`config.mk`:
```
export PLATFORM = sky130hd
export DESIGN_NAME = fdt_struct_block_skipper
export DESIGN_NICKNAME = d
export VERILOG_FILES = /design/src/rtl/core/fdt_sbs_pkg.sv /design/src/rtl/core/fdt_sbs_step.sv /design/src/rtl/core/fdt_struct_block_skipper.sv
export SDC_FILE = /design/constraint.sdc
export NUM_CORES = 1
export LEC_CHECK = 0
export BUFFER_PORTS_ARGS = -buffer_cell sky130_fd_sc_hd__buf_2
export CAP_MARGIN = 30
export CORE_MARGIN = 10
export CORE_UTILIZATION = 25
export DETAILED_ROUTE_END_ITERATION = 8
export GPL_TIMING_DRIVEN = 1
export SLEW_MARGIN = 40
export SYNTH_ARGS = -nofsm -noshare
export SYNTH_HDL_FRONTEND = slang
export SYNTH_SLANG_ARGS = --single-unit
```
`constraint.sdc`:
```
create_clock -name clk -period 13.66 [get_ports clk]
set_input_delay 2.732 -clock clk [delete_from_list [all_inputs] [get_ports clk]]
set_output_delay 2.732 -clock clk [all_outputs]
set_load 0.05 [all_outputs]
```
`src/rtl/core/fdt_sbs_pkg.sv`:
```
package fdt_sbs_pkg;

  localparam int MAX_DEPTH = 255;
  localparam int DEPTH_W   = $clog2(MAX_DEPTH + 1);

  localparam int WORD_W  = 32;
  localparam int DWL_W   = 30;
  localparam int CFG_W   = 32;
  localparam int CFG_IDX_W = 2;

  // structure block tokens
  localparam logic [WORD_W-1:0] TOK_BEGIN   = 32'd1;
  localparam logic [WORD_W-1:0] TOK_ENDNODE = 32'd2;
  localparam logic [WORD_W-1:0] TOK_PROP    = 32'd3;
  localparam logic [WORD_W-1:0] TOK_NOP     = 32'd4;

  // register indexes
  localparam logic [CFG_IDX_W-1:0] CFG_WALK_MODE  = 2'd0;
  localparam logic [CFG_IDX_W-1:0] CFG_STRUCT_END = 2'd1;
  localparam logic [CFG_IDX_W-1:0] CFG_TOTAL_SIZE = 2'd2;

  typedef enum logic [1:0] {
    ST_OK    = 2'd0,
    ST_BAD   = 2'd1,
    ST_PAST  = 2'd2,
    ST_DEPTH = 2'd3
  } status_t;

  typedef enum logic [5:0] {
    PH_IDLE  = 6'b000001,
    PH_TOKEN = 6'b000010,
    PH_NAME  = 6'b000100,
    PH_LEN   = 6'b001000,
    PH_NOFF  = 6'b010000,
    PH_DATA  = 6'b100000
  } phase_t;

  typedef struct packed {
    phase_t              phase;
    logic [DEPTH_W-1:0]  depth;
    logic [WORD_W-1:0]   cur;
    logic [DWL_W-1:0]    dwl;
    logic                ftp;
  } walk_state_t;

  typedef struct packed {
    logic               walk_mode;
    logic [WORD_W-1:0]  struct_end;
    logic [WORD_W-1:0]  total_size;
  } cfg_t;

  typedef struct packed {
    logic               emit;
    logic [WORD_W-1:0]  end_offset;
    status_t            status;
  } result_t;

endpackage

```
`src/rtl/core/fdt_sbs_step.sv`:
```
module fdt_sbs_step (
  input  fdt_sbs_pkg::walk_state_t         cur_state,
  input  fdt_sbs_pkg::cfg_t                cfg,
  input  logic [fdt_sbs_pkg::WORD_W-1:0]   word,
  input  logic                             first_word,
  input  logic [fdt_sbs_pkg::WORD_W-1:0]   start_offset,
  output fdt_sbs_pkg::walk_state_t         state_next,
  output fdt_sbs_pkg::result_t             res
);
  import fdt_sbs_pkg::*;

  always_comb begin
    walk_state_t        b;
    walk_state_t        n;
    logic [WORD_W-1:0]  off4;
    logic               past;
    logic               at_end;
    logic               at_end4;
    logic [3:0]         zb;
    logic [1:0]         lim;
    logic               name_past;
    logic               fin;
    logic               fin_prop;
    logic               header;
    logic [DWL_W-1:0]   dwl_dec;
    logic [WORD_W:0]    len_up;

    b = cur_state;
    if (first_word) begin
      b.cur   = {start_offset[WORD_W-1:2], 2'b00};
      b.depth = '0;
      b.dwl   = '0;
      b.ftp   = 1'b1;
      b.phase = PH_TOKEN;
    end
    n = b;
    res = '{emit: 1'b0, end_offset: '0, status: ST_OK};
    fin = 1'b0;
    fin_prop = 1'b0;
    header = cfg.walk_mode;

    off4    = b.cur + WORD_W'(4);
    past    = ({1'b0, b.cur} + (WORD_W+1)'(4)) > {1'b0, cfg.total_size};
    at_end  = b.cur >= cfg.struct_end;
    at_end4 = off4 >= cfg.struct_end;

    // zero byte scan, first byte in the top bits
    for (int j = 0; j < 4; j++) begin
      zb[j] = (word[31-8*j -: 8] == 8'h00);
    end
    lim = zb[0] ? 2'd0 : zb[1] ? 2'd1 : zb[2] ? 2'd2 : 2'd3;
    name_past = ({1'b0, b.cur} + {{(WORD_W-1){1'b0}}, lim}) >= {1'b0, cfg.total_size};

    len_up  = {1'b0, word} + (WORD_W+1)'(3);
    dwl_dec = (b.dwl != '0) ? b.dwl - DWL_W'(1) : b.dwl;

    case (b.phase)
      PH_TOKEN: begin
        if (past) begin
          res = '{emit: 1'b1, end_offset: '0, status: ST_PAST};
        end else if (header && b.ftp) begin
          if (word != TOK_BEGIN) begin
            res = '{emit: 1'b1, end_offset: '0, status: ST_BAD};
          end else begin
            n.ftp   = 1'b0;
            n.cur   = off4;
            n.phase = PH_NAME;
          end
        end else if (header || (!b.ftp && b.depth == '0)) begin
          // only properties may follow: anything else ends the run unconsumed
          if (word != TOK_PROP) begin
            res = '{emit: 1'b1, end_offset: b.cur, status: ST_OK};
          end else begin
            n.cur   = off4;
            n.phase = PH_LEN;
          end
        end else if (b.ftp && word == TOK_PROP && at_end) begin
          res = '{emit: 1'b1, end_offset: b.cur, status: ST_OK};
        end else begin
          n.ftp = 1'b0;
          case (word)
            TOK_BEGIN: begin
              if (b.depth >= DEPTH_W'(MAX_DEPTH)) begin
                res = '{emit: 1'b1, end_offset: '0, status: ST_DEPTH};
              end else begin
                n.depth = b.depth + DEPTH_W'(1);
                n.cur   = off4;
                n.phase = PH_NAME;
              end
            end
            TOK_ENDNODE: begin
              if (b.depth == '0) begin
                res = '{emit: 1'b1, end_offset: '0, status: ST_BAD};
              end else begin
                n.depth = b.depth - DEPTH_W'(1);
                n.cur   = off4;
                fin     = 1'b1;
              end
            end
            TOK_PROP: begin
              n.cur   = off4;
              n.phase = PH_LEN;
            end
            TOK_NOP: begin
              n.cur = off4;
              fin   = 1'b1;
            end
            default: begin
              res = '{emit: 1'b1, end_offset: '0, status: ST_BAD};
            end
          endcase
        end
      end
      PH_NAME: begin
        if (name_past) begin
          res = '{emit: 1'b1, end_offset: '0, status: ST_PAST};
        end else begin
          n.cur = off4;
          fin   = |zb;
        end
      end
      PH_LEN: begin
        if (past) begin
          res = '{emit: 1'b1, end_offset: '0, status: ST_PAST};
        end else begin
          n.dwl   = len_up[DWL_W+1:2];
          n.cur   = off4;
          n.phase = PH_NOFF;
        end
      end
      PH_NOFF: begin
        n.cur = off4;
        if (b.dwl == '0) begin
          fin      = 1'b1;
          fin_prop = 1'b1;
        end else begin
          n.phase = PH_DATA;
        end
      end
      PH_DATA: begin
        n.cur = off4;
        n.dwl = dwl_dec;
        if (dwl_dec == '0) begin
          fin      = 1'b1;
          fin_prop = 1'b1;
        end
      end
      default: begin
      end
    endcase

    // token finished: n.cur is off4 on every path that sets fin
    if (fin) begin
      if ((!header && n.depth == '0 && !fin_prop) || at_end4) begin
        res = '{emit: 1'b1, end_offset: off4, status: ST_OK};
      end else begin
        n.phase = PH_TOKEN;
      end
    end

    if (res.emit) begin
      n.phase = PH_IDLE;
    end
    state_next = n;
  end

endmodule

```
`src/rtl/core/fdt_struct_block_skipper.sv`:
```
// Channel   Dir  Width  Contents (lowest bit up)
// s_*       in   64+1   tdata: word[31:0], start_offset[63:32]; tuser: first_word
// m_*       out  32+2   tdata: end_offset[31:0]; tuser: status[1:0]
// cfg_*     in   1+2+32 write enable, register index, write data
//
// One beat per cycle, sustained while m_tready holds. A beat lands in the input
// register, the walk step logic works on it in the next cycle and a result, if
// any, goes to the output register. rst is synchronous and clears the walk
// state, the configuration registers and both valids. A stalled result holds
// the output register; the input register drains into it as soon as it frees,
// so input stalls only while both are full.
module fdt_struct_block_skipper (
  input  logic                               clk,
  input  logic                               rst,
  input  logic                               s_tvalid,
  output logic                               s_tready,
  input  logic [63:0]                        s_tdata,  // word, start_offset
  input  logic                               s_tuser,  // first_word
  output logic                               m_tvalid,
  input  logic                               m_tready,
  output logic [fdt_sbs_pkg::WORD_W-1:0]     m_tdata,  // end_offset
  output logic [1:0]                         m_tuser,  // status
  input  logic                               cfg_we,
  input  logic [fdt_sbs_pkg::CFG_IDX_W-1:0]  cfg_index,
  input  logic [fdt_sbs_pkg::CFG_W-1:0]      cfg_data
);
  import fdt_sbs_pkg::*;

  // configuration registers, read live by the step logic
  cfg_t cfg;

  // input register
  logic               in_valid;
  logic [WORD_W-1:0]  in_word;
  logic [WORD_W-1:0]  in_start;
  logic               in_first;

  walk_state_t walk;
  walk_state_t walk_next;
  result_t     res;
  logic        advance;

  // a held beat moves on when the output register has room
  assign advance  = in_valid && (!m_tvalid || m_tready);
  assign s_tready = !in_valid || advance;

  always_ff @(posedge clk) begin
    if (rst) begin
      cfg <= '{walk_mode: 1'b0, struct_end: '0, total_size: '0};
    end else if (cfg_we) begin
      case (cfg_index)
        CFG_WALK_MODE:  cfg.walk_mode  <= cfg_data[0];
        CFG_STRUCT_END: cfg.struct_end <= cfg_data;
        CFG_TOTAL_SIZE: cfg.total_size <= cfg_data;
        default: begin
        end
      endcase
    end
  end

  always_ff @(posedge clk) begin
    if (rst) begin
      in_valid <= 1'b0;
    end else if (s_tready) begin
      in_valid <= s_tvalid;
    end
  end

  always_ff @(posedge clk) begin
    if (s_tvalid && s_tready) begin
      in_word  <= s_tdata[31:0];
      in_start <= s_tdata[63:32];
      in_first <= s_tuser;
    end
  end

  fdt_sbs_step u_step (
    .cur_state    (walk),
    .cfg          (cfg),
    .word         (in_word),
    .first_word   (in_first),
    .start_offset (in_start),
    .state_next   (walk_next),
    .res          (res)
  );

  always_ff @(posedge clk) begin
    if (rst) begin
      walk <= '{phase: PH_IDLE, depth: '0, cur: '0, dwl: '0, ftp: 1'b0};
    end else if (advance) begin
      walk <= walk_next;
    end
  end

  // output register
  always_ff @(posedge clk) begin
    if (rst) begin
      m_tvalid <= 1'b0;
    end else if (advance && res.emit) begin
      m_tvalid <= 1'b1;
    end else if (m_tready) begin
      m_tvalid <= 1'b0;
    end
  end

  always_ff @(posedge clk) begin
    if (advance && res.emit) begin
      m_tdata <= res.end_offset;
      m_tuser <= res.status;
    end
  end

  // errors always report offset zero
  a_err_zero: assert property (@(posedge clk) disable iff (rst)
    (m_tvalid && m_tuser != ST_OK) |-> (m_tdata == '0))
    else $error("error result with nonzero end offset");

  // good walks end on a word boundary
  a_ok_aligned: assert property (@(posedge clk) disable iff (rst)
    (m_tvalid && m_tuser == ST_OK) |-> (m_tdata[1:0] == 2'b00))
    else $error("unaligned end offset");

  // a result closes the walk
  a_emit_idle: assert property (@(posedge clk) disable iff (rst)
    (advance && res.emit) |=> (walk.phase == PH_IDLE))
    else $error("walk still active after result");

  a_depth_max: assert property (@(posedge clk) disable iff (rst)
    walk.depth <= DEPTH_W'(MAX_DEPTH))
    else $error("nest depth above limit");

endmodule
```
==> flow_summary_export.csv, run 1 <==
group,metric,value,unit
cells_and_area,nNetsFinal,2514,
placed_design,postPlaceCellArea,19400,um^2
placed_design,io_buffers,137,
power,p_total,2.04,mW
clock_network,clk_path_buf_depth,3,
cells_and_area,regArea,5800,um^2
cells_and_area,nFillCells,7681,
floorplanning,core,70100,um^2
sta,finalSetupTns,0,ps
cells_and_area,area_delta_synth_final,15.1,%
yosys,synth_edf_count,97,
drt,wirelength,63900,um
sta,hold_viol_final,0,
global_routing,top_usage_layer,"met2",
global_routing,grt_pass1_vias,15900,
global_routing,antenna_found_initial,3,
yosys,synth_top_cells_by_area,"edfxtp_1 (16%), dfxtp_1 (16%), ha_1 (9.5%)",
placed_design,placedCellCount,3182,
floorplanning,die_h,286,um
worst_setup_path,critPathLaunchType,"register",
power,p_clk_share,38.9,%
placed_design,globalplace.congestion,0.928,
power,combinationalPowerShare,21.3,%
cells_and_area,stdcell_area,20400,um^2
yosys,synth_cell_type_count,94,
sta,fin_skew,28.3,ps
drt,drc,0,
worst_setup_path,cp_common_cell,"or3_1",
worst_setup_path,cp_slowest_cell,"a22oi_1",
cells_and_area,diodes,0,
clock_network,clkLatencyLatePin,600,ps
yosys,syn_avg_cell_area,8.11,um^2
clock_network,numCtsBuffers,31,
power,swShare,31.2,%
cells_and_area,multi_input_area,11000,um^2
floorplanning,start_util,25.2,%
sta,slew_headroom,39.3,%
floorplanning,die_w,286,um
clock_network,path_clk_slew,50,ps
sta,rsz0062_at_grt,"false",
worst_setup_path,critPathMaxStageDelay,680,ps
yosys,yosysMostFrequentCell,"nand2_1",
sta,fmax,102,MHz
drt,ant_nets,0,
power,p_int,1.41,mW
yosys,synth-seq-area-share,32.7,%
run_status,status,"finished, final reports clean",
sta,min_period,9840,ps
clock_network,cts_resized,0,
drt,drt_iter0_markers,1652,
clock_network,hold_buffers,0,
floorplanning,die_area,81900,um^2
clock_network,post_cts_buffers,0,
clock_network,ctsHtreeMaxLevel,1,
clock_network,cts.sinks,241,
worst_setup_path,worstPathMaxFanout,115,
worst_setup_path,reg2reg_to,"m_tdata[3]",
placed_design,hpwl,48100,um
global_routing,grt_use_met2,23.8,%
sta,final-setup-viol-count,0,
global_routing,grt_max_degree,116,
job,drv_cap,0,
worst_setup_path,crit_path_end_kind,"register",
clock_network,root_buffer,"clkbuf_16",
yosys,synth_top_cells_by_count,"nand2_1 (301), a21oi_1 (181), nor2_1 (181)",
worst_setup_path,path_class,"register to register",
sta,fin_crit_sh,72.0,%
drt,avgRoutedWirePerCell,19.7,um
floorplanning,rows,97,
drt,drt-vias-per-instance,5.21,
yosys,yosysTopAreaCell,"edfxtp_1",
sta,tightest_slew,908,ps
worst_setup_path,r2r.worst_path.cells,26,
worst_setup_path,worstPathArrival,10090,ps
yosys,synth_top_area_share,16.4,%
cells_and_area,fin_cells,3239,
yosys,synth-seq-cells,241,
power,power_switching,637,uW
sta,maxSlewViolCount,0,
sta,setup_ws,3820,ps
global_routing,met3_usage,2.82,%
clock_network,cts_tree,"built",
power,p_seq_share,39.8,%
hold_path,hp-start,"cfg[53]",
yosys,synthArstFlopShare,0,%
placed_design,post-place-ws,4010,ps
global_routing,met1_usage,20.3,%
global_routing,grt_pass1_wl,96800,um
global_routing,grt-ovfl-total,0,
yosys,synth-warning-count,0,
yosys,netlist_area,17700,um^2
yosys,synth_cells,2183,
worst_setup_path,required,13910,ps
yosys,synth_ff_type,"dfxtp_1",
power,p_leak,7.45,nW
drt,firstDrtPassIters,5,
worst_setup_path,ff2ff_setup_slack,3820,ps
worst_setup_path,rr_startpoint,"in_first",
hold_path,holdPathEnd,"cfg[53]",
hold_path,hp-class,"register to register",
floorplanning,ios,140,
yosys,synthesis.nets,2422,
power,ir_drop,0.0980,mV
power,power_per_cell_area,100,nW/um^2
drt,num_vias,16900,
hold_path,hold_depth,2,
cells_and_area,drive_gt1_share,11.4,%
global_routing,grt_usage,14.9,%
-- worst max-delay path: cells and delay by family (launching register included) --
family                     cells  cell delay (ps)
muxes                          1              150
xor gates and xnor gates       1              370
adders and majority gates      2              710
and+or+nand+nor                8             2880
AOI/OAI and AO/OA              8             2780
buffers and inverters          6             2190
DFF                            1              370
-- through the flow --
step | hold slack, ps | utilization (%)
finish | 453 | 29.1
global route | 465 | 29.1
CTS | 454 | 29.1
detailed placement | 440 | 27.7
global placement | 438 | 27.6
floorplan | 421 | -
-- logic make-up after synthesis --
| family | after synthesis | synth area share (%) |
|---|---|---|
| adder cells (fa/ha/maj) | 135 | 9.58 |
| XOR/XNOR | 111 | 5.49 |
| AND/OR/NAND/NOR | 844 | 23.2 |
| AO/OA/AOI/OAI | 578 | 21.5 |
| flip-flops | 241 | 32.7 |
| multiplexers | 36 | 2.05 |
| buffers and inverters | 238 | 5.46 |
-- state kept, by name, summed over array words and instances (netlist names) --
register  flops
m_tvalid      1
in_valid      1
in_word      32
m_tuser       2
in_first      1
cfg          65
m_tdata      32
walk         77
in_start     30
-- layer usage --
layer	up-vias	part of all wire, %
met4	6	2.3
met1	7951	45
met3	99	8.0
li1	8197	-
met5	-	0.069
met2	611	45
-- how the worst max path moves through the flow --
stage | start | to | slack [ps] | depth (start not counted)
final | in_first | m_tdata[3] | 3820 | 26
after CTS | in_first | m_tdata[3] | 3970 | 26
after floorplan | in_first | m_tdata[0] | 5310 | 33
after global routing | in_first | m_tdata[3] | 3330 | 26
after global placement | in_first | m_tdata[7] | 4020 | 26
after detailed placement | in_first | m_tdata[15] | 4010 | 26
-- layout by cell type, fill, tap and decap left out, types with 28 or more instances in the layout --
master,instances
a21oi_1,180
dfxtp_1,144
mux2i_1,32
o21ai_0,88
buf_4,36
ha_1,134
nand2_1,301
nor3_1,69
nor2_1,178
xnor2_1,94
nand4_1,41
edfxtp_1,97
a21o_1,28
inv_1,118
clkbuf_16,31
buf_2,136
a211oi_1,28
nand3_1,69
-- power groups by stage --
stage / Combinational [mW] / Clock [mW] / Sequential, mW
2_1_floorplan: 0.295 / 0 / 0.822
3_3_place_gp: 0.423 / 0 / 0.826
3_5_place_dp: 0.425 / 0 / 0.826
4_1_cts: 0.428 / 0.817 / 0.811
5_1_grt: 0.481 / 0.841 / 0.816
6_report: 0.435 / 0.795 / 0.812
-- final cells by class --
class                      instances  area share (%)
multi-input combinational       1704            53.9
sequential                       241            28.4
tap                              940            5.77
timing repair buffer             174            4.82
clock buffer                      47            4.41
inverter                         123            2.27
clock inverter                    10           0.381
(Power assumes the default switching activity.)
==> run 2, diff against run 1 <==
clock period = 7.9 ns   (was 13.66 ns; I/O delays follow)
==> flow_summary_export.csv, run 2 (synthesis gave the netlist of run 1 again) <==
group,metric,value,unit
worst_setup_path,worstPathArrival,7990,ps
hold_path,hp-start,"walk[32]",
worst_setup_path,crit_path_end_kind,"register",
cells_and_area,nFillCells,7620,
placed_design,io_buffers,137,
worst_setup_path,worstPathMaxFanout,20,
worst_setup_path,critPathLaunchType,"register",
worst_setup_path,path_class,"register to register",
drt,drt-vias-per-instance,5.26,
clock_network,clkLatencyLatePin,590,ps
sta,fin_crit_sh,95.8,%
sta,tightest_slew,886,ps
floorplanning,ios,140,
cells_and_area,diodes,0,
cells_and_area,top_register,"walk",
hold_path,hp-class,"register to register",
floorplanning,rows,97,
sta,hold_viol_final,0,
global_routing,grt_max_degree,112,
sta,fmax,132,MHz
sta,holdWs,448,ps
cells_and_area,drive_gt1_share,12.7,%
drt,ant_nets,0,
sta,final-setup-viol-count,0,
clock_network,ctsHtreeMaxLevel,1,
hold_path,holdPathEnd,"walk[32]",
sta,finalSetupTns,0,ps
drt,avgRoutedWirePerCell,19.9,um
power,power_per_cell_area,166,nW/um^2
power,p_leak,7.54,nW
global_routing,grt_pass1_vias,16000,
cells_and_area,area_delta_synth_final,15.9,%
worst_setup_path,rr_startpoint,"in_first",
drt,firstDrtPassIters,7,
sta,min_period,7570,ps
sta,rsz0062_at_grt,"false",
drt,num_vias,17200,
drt,drt_iter0_markers,1734,
clock_network,cts.sinks,241,
clock_network,cts_tree,"built",
clock_network,cts_resized,0,
global_routing,grt-ovfl-total,0,
floorplanning,die_area,81900,um^2
global_routing,antenna_found_initial,6,
cells_and_area,layout_common_cells,"nand2_1 (301), a21oi_1 (181), nor2_1 (178)",
sta,fin_skew,26.0,ps
worst_setup_path,required,8320,ps
drt,wirelength,64900,um
cells_and_area,largest_reg_flops,77,
floorplanning,die_w,286,um
worst_setup_path,ff2ff_setup_slack,330,ps
placed_design,hpwl,49200,um
cells_and_area,final_common_cell,"nand2_1",
clock_network,root_buffer,"clkbuf_16",
worst_setup_path,reg2reg_to,"m_tdata[18]",
hold_path,hold_depth,1,
run_status,status,"finished, final reports clean",
clock_network,clk_path_buf_depth,3,
cells_and_area,reg_top3,"walk x77, cfg x65",
floorplanning,core,70100,um^2
floorplanning,start_util,25.2,%
drt,drc,0,
cells_and_area,nNetsFinal,2542,
global_routing,grt_usage,15.1,%
job,drv_cap,0,
clock_network,hold_buffers,0,
global_routing,grt_pass1_wl,97700,um
power,p_total,3.41,mW
clock_network,numCtsBuffers,28,
clock_network,post_cts_buffers,0,
power,ir_drop,0.147,mV
sta,maxSlewViolCount,0,
sta,slew_headroom,40.7,%
worst_setup_path,r2r.worst_path.cells,23,
clock_network,path_clk_slew,60,ps
floorplanning,die_h,286,um
placed_design,globalplace.congestion,0.936,
## run 2: cell types whose count changed in the layout (fill, tap and decap cells not counted), moves of 3 or more
cell       previous run  this run
clkbuf_16            31        28
clkbuf_8              6         0
clkinv_2              2         6
buf_4                36        66
clkbuf_1              9         4
## run 2: worst max-delay path by stage
stage,from,slack [ps],endpoint,depth (start not counted)
2_1_floorplan,in_first,20,m_tdata[25],33
3_3_place_gp,in_first,590,m_tdata[15],23
3_5_place_dp,in_first,550,m_tdata[15],23
4_1_cts,in_first,510,m_tdata[15],23
5_1_grt,in_first,60,m_tdata[15],23
6_report,in_first,330,m_tdata[18],23
## run 2: power by group
part           switching, mW  internal, mW
Sequential            0.0551          1.35
Combinational          0.485         0.283
Clock                  0.555         0.681
## run 2: metrics by stage
stage	utilization (%)	instances	setup slack, ps	cell area [um^2]
2_1_floorplan	-	2183	23.4	17700
3_3_place_gp	28.0	3212	592	19600
3_5_place_dp	28.0	3213	551	19700
4_1_cts	29.3	3264	505	20500
5_1_grt	29.3	3264	61.6	20500
6_report	29.3	3264	331	20500
## run 2: metal layers
metal | share of wire, % | vias to the layer above | global-route usage (%)
met4 | 2.4 | 10 | 4.13
li1 | - | 8264 | -
met2 | 45 | 700 | 24.2
met3 | 7.7 | 89 | 2.57
met1 | 45 | 8092 | 20.6
met5 | 0.088 | - | 0
## run 2: area by class of cell
cell class / instances / area [um^2] / share of cell area, %
Clock buffer: 32 / 716 / 3.49
Clock inverter: 19 / 136 / 0.665
Inverter: 123 / 465 / 2.27
Multi-Input combinational cell: 1704 / 11000 / 53.6
Sequential cell: 241 / 5800 / 28.2
Tap cell: 940 / 1180 / 5.73
Timing Repair Buffer: 205 / 1230 / 5.98
## run 2: worst max-delay path, cell delays in order, from the launching register on
cell      delay [ps]
edfxtp_1         500
mux2i_1          180
inv_1            150
ha_2             290
nand4_1          190
a22oi_2          330
nand4_1          220
or3_1            440
or3_1            420
or3_1            420
xnor2_2          270
ha_1             300
and3_1           200
a221o_1          310
a21oi_1          210
a21boi_0         310
or4_1            640
o41ai_1          610
or3b_1           400
o21ba_2          210
buf_4            210
nor2_1           160
buf_4            190
a22o_1           250
